### config.mk
export PLATFORM = sky130hd
export DESIGN_NAME = preemptive_priority_scheduler
export DESIGN_NICKNAME = d
export VERILOG_FILES = /design/src/sv/psch_pkg.sv /design/src/sv/psch_queue.sv /design/src/sv/psch_minscan.sv /design/src/sv/preemptive_priority_scheduler.sv
export SDC_FILE = /design/constraint.sdc
export NUM_CORES = 2
export LEC_CHECK = 0
export BUFFER_PORTS_ARGS = -buffer_cell sky130_fd_sc_hd__buf_2
export CORE_ASPECT_RATIO = 0.7
export CORE_UTILIZATION = 65
export DETAILED_ROUTE_END_ITERATION = 10
export GPL_ROUTABILITY_DRIVEN = 0
export PLACE_DENSITY = 0.82
export SLEW_MARGIN = 20
export SYNTH_ARGS = -nofsm -noshare
export SYNTH_HDL_FRONTEND = slang
export SYNTH_SLANG_ARGS = --single-unit
### constraint.sdc
create_clock -name clk -period 12.8 [get_ports clk]
set_clock_uncertainty 0.1 [all_clocks]
set_input_delay 2.56 -clock clk [delete_from_list [all_inputs] [get_ports clk]]
set_output_delay 2.56 -clock clk [all_outputs]
set_load 0.02 [all_outputs]
### src/sv/psch_pkg.sv
// Shared types and constants for the preemptive priority scheduler.
package psch_pkg;

  localparam int QUEUE_DEPTH = 16;
  localparam int QA_W        = $clog2(QUEUE_DEPTH);
  localparam int QC_W        = $clog2(QUEUE_DEPTH + 1);

  localparam logic MODE_ARRIVAL  = 1'b0;
  localparam logic MODE_COMPLETE = 1'b1;

  typedef logic [QA_W-1:0] qaddr_t;
  typedef logic [QC_W-1:0] qcnt_t;

  typedef struct packed {
    logic [7:0]  id;
    logic [31:0] arrival;
    logic [7:0]  prio;
    logic [31:0] total;
    logic [31:0] remaining;
  } entry_t;

  typedef struct packed {
    logic   en;
    qaddr_t addr;
    entry_t data;
  } qwr_t;

  typedef enum logic [5:0] {
    S_IDLE  = 6'b000001,
    S_SCAN  = 6'b000010,
    S_SLAST = 6'b000100,
    S_SETUP = 6'b001000,
    S_SHIFT = 6'b010000,
    S_DONE  = 6'b100000
  } state_t;

endpackage

### src/sv/psch_queue.sv
// Ready queue storage: one write port, one read port with registered read data.
module psch_queue (
  input  logic            clk,
  input  psch_pkg::qwr_t  wr,
  input  logic            rd_en,
  input  psch_pkg::qaddr_t rd_addr,
  output psch_pkg::entry_t rd_data
);
  import psch_pkg::*;

  entry_t mem [QUEUE_DEPTH];
  entry_t rd_data_r;

  always_ff @(posedge clk) begin
    if (wr.en) begin
      mem[wr.addr] <= wr.data;
    end
    if (rd_en) begin
      rd_data_r <= mem[rd_addr];
    end
  end

  assign rd_data = rd_data_r;

endmodule

### src/sv/psch_minscan.sv
// Priority compare unit: tracks the most urgent entry over a scan.
module psch_minscan (
  input  logic             clk,
  input  logic             take,
  input  logic             first,
  input  psch_pkg::qaddr_t idx,
  input  psch_pkg::entry_t entry,
  output psch_pkg::qaddr_t best_idx,
  output psch_pkg::entry_t best_entry
);
  import psch_pkg::*;

  qaddr_t best_idx_r;
  entry_t best_entry_r;
  logic   wins;

  // later index wins among equal priorities
  assign wins = first || (entry.prio <= best_entry_r.prio);

  always_ff @(posedge clk) begin
    if (take && wins) begin
      best_idx_r   <= idx;
      best_entry_r <= entry;
    end
  end

  assign best_idx   = best_idx_r;
  assign best_entry = best_entry_r;

endmodule

### src/sv/preemptive_priority_scheduler.sv
// Preemptive priority scheduler top level: running task, ready queue and sequencer.
// Arrival: registered result strobe in the cycle after acceptance; busy stays low.
// Completion, empty queue: registered result strobe in the cycle after acceptance.
// Completion, n queued: one scan pass and one shift pass over the single queue read port,
// then the result strobe; busy is high meanwhile.
// Synchronous active-low reset: nothing running, queue empty; results cannot be stalled.
module preemptive_priority_scheduler (
  input  logic        clk,
  input  logic        rst_n,
  input  logic        start,
  output logic        busy,
  input  logic        in_mode,
  input  logic [31:0] in_now_time,
  input  logic [7:0]  in_new_id,
  input  logic [31:0] in_new_arrival,
  input  logic [7:0]  in_new_priority,
  input  logic [31:0] in_new_burst,
  output logic        out_strobe,
  output logic        out_run_valid,
  output logic [7:0]  out_run_id,
  output logic [31:0] out_run_arrival,
  output logic [7:0]  out_run_priority,
  output logic [31:0] out_run_total,
  output logic [31:0] out_run_start,
  output logic [31:0] out_run_end,
  output logic [31:0] out_run_remaining,
  output logic        out_queue_overflow
);
  import psch_pkg::*;

  state_t      state_r, state_nxt;
  qcnt_t       count_r, count_nxt;
  qcnt_t       idx_r, idx_nxt;
  logic        vld_r, vld_nxt;
  qaddr_t      vidx_r, vidx_nxt;
  logic [31:0] now_r, now_nxt;
  logic        strobe_r, strobe_nxt;
  logic        ovf_r, ovf_nxt;

  logic        run_valid_r, run_valid_nxt;
  logic [7:0]  run_id_r, run_id_nxt;
  logic [31:0] run_arrival_r, run_arrival_nxt;
  logic [7:0]  run_priority_r, run_priority_nxt;
  logic [31:0] run_total_r, run_total_nxt;
  logic [31:0] run_start_r, run_start_nxt;
  logic [31:0] run_end_r, run_end_nxt;
  logic [31:0] run_rem_r, run_rem_nxt;

  logic   accept;
  qcnt_t  last;
  qwr_t   qwr;
  logic   rd_en;
  entry_t rd_data;
  logic   scan_take;
  qaddr_t best_idx;
  entry_t best_entry;
  entry_t new_entry;

  assign accept = start && !busy;
  assign busy   = (state_r != S_IDLE);
  assign last   = count_r - qcnt_t'(1);

  assign new_entry.id        = in_new_id;
  assign new_entry.arrival   = in_new_arrival;
  assign new_entry.prio      = in_new_priority;
  assign new_entry.total     = in_new_burst;
  assign new_entry.remaining = in_new_burst;

  assign scan_take = vld_r && ((state_r == S_SCAN) || (state_r == S_SLAST));

  psch_queue u_queue (
    .clk     (clk),
    .wr      (qwr),
    .rd_en   (rd_en),
    .rd_addr (idx_r[QA_W-1:0]),
    .rd_data (rd_data)
  );

  psch_minscan u_minscan (
    .clk        (clk),
    .take       (scan_take),
    .first      (vidx_r == '0),
    .idx        (vidx_r),
    .entry      (rd_data),
    .best_idx   (best_idx),
    .best_entry (best_entry)
  );

  always_comb begin
    state_nxt        = state_r;
    count_nxt        = count_r;
    idx_nxt          = idx_r;
    now_nxt          = now_r;
    strobe_nxt       = 1'b0;
    ovf_nxt          = ovf_r;
    run_valid_nxt    = run_valid_r;
    run_id_nxt       = run_id_r;
    run_arrival_nxt  = run_arrival_r;
    run_priority_nxt = run_priority_r;
    run_total_nxt    = run_total_r;
    run_start_nxt    = run_start_r;
    run_end_nxt      = run_end_r;
    run_rem_nxt      = run_rem_r;
    rd_en            = 1'b0;
    qwr.en           = 1'b0;
    qwr.addr         = count_r[QA_W-1:0];
    qwr.data         = new_entry;

    case (state_r)
      S_IDLE: begin
        if (accept) begin
          if (in_mode == MODE_ARRIVAL) begin
            strobe_nxt = 1'b1;
            ovf_nxt    = 1'b0;
            if (!run_valid_r) begin
              run_valid_nxt    = 1'b1;
              run_id_nxt       = in_new_id;
              run_arrival_nxt  = in_new_arrival;
              run_priority_nxt = in_new_priority;
              run_total_nxt    = in_new_burst;
              run_start_nxt    = in_now_time;
              run_end_nxt      = in_now_time + in_new_burst;
              run_rem_nxt      = in_new_burst;
            end else if (count_r >= qcnt_t'(QUEUE_DEPTH)) begin
              ovf_nxt = 1'b1;
            end else if (in_new_priority >= run_priority_r) begin
              qwr.en    = 1'b1;
              count_nxt = count_r + qcnt_t'(1);
            end else begin
              // preempt: requeue the running task with what is left of it
              qwr.en                 = 1'b1;
              qwr.data.id            = run_id_r;
              qwr.data.arrival       = run_arrival_r;
              qwr.data.prio          = run_priority_r;
              qwr.data.total         = run_total_r;
              qwr.data.remaining     = run_end_r - in_now_time;
              count_nxt              = count_r + qcnt_t'(1);
              run_valid_nxt          = 1'b1;
              run_id_nxt             = in_new_id;
              run_arrival_nxt        = in_new_arrival;
              run_priority_nxt       = in_new_priority;
              run_total_nxt          = in_new_burst;
              run_start_nxt          = in_now_time;
              run_end_nxt            = in_now_time + in_new_burst;
              run_rem_nxt            = in_new_burst;
            end
          end else if (count_r == '0) begin
            strobe_nxt       = 1'b1;
            ovf_nxt          = 1'b0;
            run_valid_nxt    = 1'b0;
            run_id_nxt       = '0;
            run_arrival_nxt  = '0;
            run_priority_nxt = '0;
            run_total_nxt    = '0;
            run_start_nxt    = '0;
            run_end_nxt      = '0;
            run_rem_nxt      = '0;
          end else begin
            now_nxt   = in_now_time;
            idx_nxt   = '0;
            state_nxt = S_SCAN;
          end
        end
      end
      S_SCAN: begin
        rd_en   = 1'b1;
        idx_nxt = idx_r + qcnt_t'(1);
        if (idx_r == last) begin
          state_nxt = S_SLAST;
        end
      end
      S_SLAST: begin
        state_nxt = S_SETUP;
      end
      S_SETUP: begin
        idx_nxt   = qcnt_t'(best_idx) + qcnt_t'(1);
        state_nxt = S_SHIFT;
      end
      S_SHIFT: begin
        if (idx_r < count_r) begin
          rd_en   = 1'b1;
          idx_nxt = idx_r + qcnt_t'(1);
        end
        if (vld_r) begin
          qwr.en   = 1'b1;
          qwr.addr = vidx_r - qaddr_t'(1);
          qwr.data = rd_data;
        end
        if (!(idx_r < count_r) && !vld_r) begin
          state_nxt = S_DONE;
        end
      end
      S_DONE: begin
        count_nxt        = count_r - qcnt_t'(1);
        run_valid_nxt    = 1'b1;
        run_id_nxt       = best_entry.id;
        run_arrival_nxt  = best_entry.arrival;
        run_priority_nxt = best_entry.prio;
        run_total_nxt    = best_entry.total;
        run_start_nxt    = now_r;
        run_end_nxt      = now_r + best_entry.remaining;
        run_rem_nxt      = best_entry.remaining;
        ovf_nxt          = 1'b0;
        strobe_nxt       = 1'b1;
        state_nxt        = S_IDLE;
      end
      default: begin
        state_nxt = S_IDLE;
      end
    endcase
  end

  assign vld_nxt  = rd_en;
  assign vidx_nxt = idx_r[QA_W-1:0];

  always_ff @(posedge clk) begin
    if (!rst_n) begin
      state_r        <= S_IDLE;
      count_r        <= '0;
      vld_r          <= 1'b0;
      strobe_r       <= 1'b0;
      ovf_r          <= 1'b0;
      run_valid_r    <= 1'b0;
      run_id_r       <= '0;
      run_arrival_r  <= '0;
      run_priority_r <= '0;
      run_total_r    <= '0;
      run_start_r    <= '0;
      run_end_r      <= '0;
      run_rem_r      <= '0;
    end else begin
      state_r        <= state_nxt;
      count_r        <= count_nxt;
      vld_r          <= vld_nxt;
      strobe_r       <= strobe_nxt;
      ovf_r          <= ovf_nxt;
      run_valid_r    <= run_valid_nxt;
      run_id_r       <= run_id_nxt;
      run_arrival_r  <= run_arrival_nxt;
      run_priority_r <= run_priority_nxt;
      run_total_r    <= run_total_nxt;
      run_start_r    <= run_start_nxt;
      run_end_r      <= run_end_nxt;
      run_rem_r      <= run_rem_nxt;
    end
  end

  always_ff @(posedge clk) begin
    idx_r  <= idx_nxt;
    vidx_r <= vidx_nxt;
    now_r  <= now_nxt;
  end

  assign out_strobe         = strobe_r;
  assign out_run_valid      = run_valid_r;
  assign out_run_id         = run_id_r;
  assign out_run_arrival    = run_arrival_r;
  assign out_run_priority   = run_priority_r;
  assign out_run_total      = run_total_r;
  assign out_run_start      = run_start_r;
  assign out_run_end        = run_end_r;
  assign out_run_remaining  = run_rem_r;
  assign out_queue_overflow = ovf_r;

endmodule

-- Yosys cells after proc, flatten, opt, wreduce, memory -nomap -nowiden
Memories as Yosys holds them, arrays and structs flattened. A register that Yosys moved wholly into a read port is not among the register bits.
Index checks and enable logic that the tools add are counted.
- memory bits (writable): 1792
- output and inout bits: 180
- logic and storage cells: 160
- bits in registers: 348
- memories kept: 1
- memories (memory ; words ; width ; read ports ; clocked after memory_dff ; write ports ; line ; source):
    u_queue.mem ; 16 ; 112 ; 1 ; 1 ; 1 ; psch_queue.sv:11 ; entry_t mem [QUEUE_DEPTH];
- reductions and logical operators: 19
- multiplexer cells: 85
- bitwise gates (word level): 1
- order comparisons: 4
- eq/ne operators: 20
- $add $sub $neg: 8
- operators with widths (operator ; count):
    2-to-1 mux 32 bit ; 21
    2-to-1 mux 112 bit ; 5
    case mux 32 bit (2 select lines) ; 5
    case mux 112 bit (2 select lines) ; 1
    2-to-1 mux 117 bit ; 1
    2-to-1 mux 8 bit ; 11
    adder 32 bit ; 2
    2-to-1 mux 5 bit ; 8
    case mux 8 bit (2 select lines) ; 2
    subtractor 32 bit ; 1
    2-to-1 mux 6 bit ; 5
    case mux 6 bit (5 select lines) ; 1
    case mux 5 bit (4 select lines) ; 1
    AND reduction 5 bit ; 4
    2-to-1 mux 1 bit ; 17
    != test 2 bit (second input constant) ; 8
    adder 5 x 1 -> 5 bit (second input constant) ; 2
    case mux 1 bit (2 select lines) ; 5
    case mux 5 bit (2 select lines) ; 1
    greater-or-equal comparator 8 bit ; 1
    less-or-equal comparator 8 bit ; 1
    != test 4 bit (second input constant) ; 2
    == test 6 x 1 -> 1 bit (second input constant) ; 1
    == test 6 x 2 -> 1 bit (second input constant) ; 1
    other kinds (24) ; 30

-- Longest topological paths before layout
- word-level depth: 8
- gate-level depth with buffers: 14

-- By module
A second synthesis with hierarchy kept.
- cell total of the unflattened synthesis: 5161
- area total of the unflattened synthesis: 91275.0 um2
- modules (own cells, without submodules) (module ; area an instance (um2) ; instances ; cells an instance):
    psch_queue ; 70291.2 ; 1 ; 2864
    preemptive_priority_scheduler ; 17284.1 ; 1 ; 2152
    psch_minscan ; 3699.8 ; 1 ; 145

-- Least setup slack after synthesis
OpenSTA, ideal clock, no wires.
- path kind: input to register
- from: in in_mode
- to: mem u_queue.mem[14][0] (netlist bit), enable pin
- library setup time: 597 ps
- cell stages on the path: 7
- buffers on the path: 1
- path slack: 3609 ps
- arrival time: 8494 ps
- required time: 12103 ps
- path through: clkbuf_1 -> nor2b_1 -> nand3_2 -> nor2_1 -> nand3_1 -> o31ai_1 -> nor2b_1
- word-level cells in the longest chain between the ends: 5
- RTL lines (item ; line ; source):
    from (decl) ; preemptive_priority_scheduler.sv:12 ; input logic in_mode,
    2-to-1 mux 1 bit ; preemptive_priority_scheduler.sv:112 ; if (in_mode == MODE_ARRIVAL) begin
    2-to-1 mux 1 bit ; preemptive_priority_scheduler.sv:111 ; if (accept) begin
    case mux 1 bit (2 select lines) ; preemptive_priority_scheduler.sv:109 ; case (state_r)
    2-to-1 mux 1 bit ; psch_queue.sv:15 ; if (wr.en) begin
    2-to-1 mux 1 bit (not written as such) ; psch_queue.sv:16 ; mem[wr.addr] <= wr.data;
    to (decl) ; psch_queue.sv:11 ;
No other way between the ends.

==> metrics <==
flop-to-flop setup slack 7.25 ns; crit end category flip-flop; Mapped Cells 4854; Max Cap Viol 0; Worst R2R End u_queue.mem[0][60]; PwrDens ~160 nW/um^2; largest net degree at the start of global routing 160; CTS tree done; routed wire length approximately 270000 um; core area between 100000 and 150000 um^2; Synth async-reset ratio 0; status finished, final reports clean; clk buf depth 3; WHS Endpoint u_minscan.best_entry[82]; Mapped Nets 5093; Clock Latency Late Sink around 0.87 ns; Post-Route Setup TNS 0 ns; VDD IR max 0.171 mV; Synth Flop Type edfxtp_1; most frequent cells in the layout edfxtp_1, mux4_2, nand2_1; Post-Syn Area 91100 um^2; R2R Path Start state_r[5]; Metal-1 WL ~90000 um; worst rel slew slack 0.198; total track usage 0.380; Post-route DRC 0; met2 WL roughly 120000 um; final std cells w/o fill 7205; Arrival @ worst endpoint 7.13 ns; Clock Sinks 2252; Post-DP Area 94700 um^2; Hold Vio Cnt, Final 0; vias in the first global route 53800; Max Slew Vio Count 0; placed instance count a little under 7000; first-pass iteration count of the detailed router 8; Max Freq 0.150 GHz; vias per cell ~7.5; Crit path required time around 13 ns; HPWL after DPL 139000 um; Worst Setup Start Kind primary input; starting density of the core 0.657; Nets 5389; hold path depth 0; design area 101000 um^2; synthesis-to-finish area growth 11.0%; final setup vio count 0; minimum clock period 6.67 ns; Antenna Nets Post-Route 0; top layer in use met5; H-tree levels 4; most common cell after layout, fill and taps aside edfxtp_1; clock-pin slew on the worst setup and hold paths about 0.070 ns; Die Area 142000 um^2; layout cell share with drive strength beyond 1 0.240; reg2reg path depth 9; number of DRC markers in iteration 0 10300; Syn Area/Cell 18.8 um^2; EDFF count, synth just over 2000; DR WL met3 39300 um; Leak Pwr around 0.035 uW; Synth warnings 0; first-pass GRT wire length 381000 um; vias 54100; period utilization 0.521; die span in y 315 um; Netlist cell types 78; unrepaired setup endpoints after global routing false; post-CTS sizing 0; total power 16400 uW; Num CTS Buffers 196; Filler cells 7461; peak fanout along the critical path 46; num ports just under 300; initial antenna violation count 32; Die X-Extent 449 um; Yosys reg bits 2252; Port Buf Inserts 295; Least-Margin Pin Slew 1.20 ns; CTS Hold Bufs 0; crit path kind in2reg; Wirelength per Cell 37.2 um; Seq/Total Area, Yosys 0.721; Worst Hold Launch u_queue.rd_data[82]; Root Driver clkbuf_16; Core Rows between 100 and 150; Post-CTS Setup Inserts 0; grt total ovfl 0; Worst Hold Class reg2reg
final cells by class:
cell class | instances | area (um^2) | area share
diodes | 32 | 80.1 | 0.000792
clock buffers | 262 | 5360 | 0.0530
clock inverters | 103 | 940 | 0.00930
inverters | 83 | 312 | 0.00308
multi-input cells | 2240 | 24100 | 0.239
flip-flops and latches | 2252 | 65700 | 0.650
well taps | 1856 | 2320 | 0.0230
repair buffers | 377 | 2280 | 0.0225
cell usage after synthesis (all sizes together), types with 35 or more instances:
cell / n / share of area
a21oi: 152 / 0.0085
a221oi: 83 / 0.0081
a22oi: 82 / 0.0068
buf: 107 / 0.0058
clkbuf: 172 / 0.0071
dfxtp: 195 / 0.043
edfxtp: 2057 / 0.68
ha: 120 / 0.016
inv: 83 / 0.0034
mux4: 560 / 0.14
nand2: 327 / 0.014
nor2: 160 / 0.0066
nor3b: 115 / 0.0097
o211a: 81 / 0.0089
o21ai: 79 / 0.0044
xnor2: 51 / 0.0049
xor2: 35 / 0.0034
per-layer routing:
layer,vias up,track usage
li1,20500,-
met1,27100,0.501
met2,5423,0.570
met3,1024,0.109
met4,4,0.235
met5,-,0
where the power goes:
group	switching (uW)	internal, uW	leakage, uW
clock network	2720	3230	0.00309
logic	1390	648	0.0113
registers	214	8250	0.0201
total	4320	12100	0.0345
worst max path at each step:
stage / end / start / depth (start not counted) / slack (ns)
floorplan: u_queue.mem[14][0] / in_mode / 7 / 3.61
global placement: u_queue.mem[12][50] / in_new_priority[0] / 14 / 5.74
detailed placement: u_queue.mem[4][50] / in_new_priority[0] / 14 / 5.62
CTS: u_queue.mem[1][50] / in_new_priority[0] / 14 / 6.46
global route: u_queue.mem[5][50] / in_new_priority[0] / 14 / 6.20
finish: u_queue.mem[1][50] / in_new_priority[0] / 14 / 6.13
metrics by stage:
step	util	setup WS (ns)	hold WS [ns]
6_report	0.730	6.13	0.338
5_1_grt	0.730	6.20	0.349
4_1_cts	0.729	6.46	0.339
3_5_place_dp	0.684	5.62	0.335
3_3_place_gp	0.683	5.74	0.328
2_1_floorplan	-	3.61	0.246
sequential cells by signal, summed over array words and instances, names as in the netlist:
name and cells:
u_minscan.best_entry 112, u_queue.mem 1792, u_minscan.best_idx 4, u_queue.rd_data 112
out_run_remaining 32, vld_r 1, out_run_valid 1, out_queue_overflow 1
out_run_start 32, out_run_total 32, now_r 32, out_run_priority 8
vidx_r 4, state_r 6, idx_r 5, out_run_end 32
out_strobe 1, count_r 5, out_run_id 8, out_run_arrival 32
critical path: stages:
cell and delay [ns]:
buf_2 0.09, inv_1 0.05, ha_1 0.28, nand2b_1 0.12, a21o_1 0.12, a21o_1 0.13, a211oi_1 0.07, o21ai_0 0.33
nand2_1 0.14, and2_4 0.35, nor2_4 0.70, buf_4 0.99, nand2_1 0.54, nand2_1 0.58
kinds of logic (layout without fill, tap and decap cells):
family,Yosys count,after routing,share of synthesized area
mux,568,568,0.139
simple gates,769,769,0.0412
fa+ha+maj,123,123,0.0171
buf+inv,362,825,0.0163
other cells,0,32,0
flops,2252,2252,0.721
compound gates,694,694,0.0565
xor+xnor,86,86,0.00827
No activity file was read; power rests on OpenSTA's default activity.
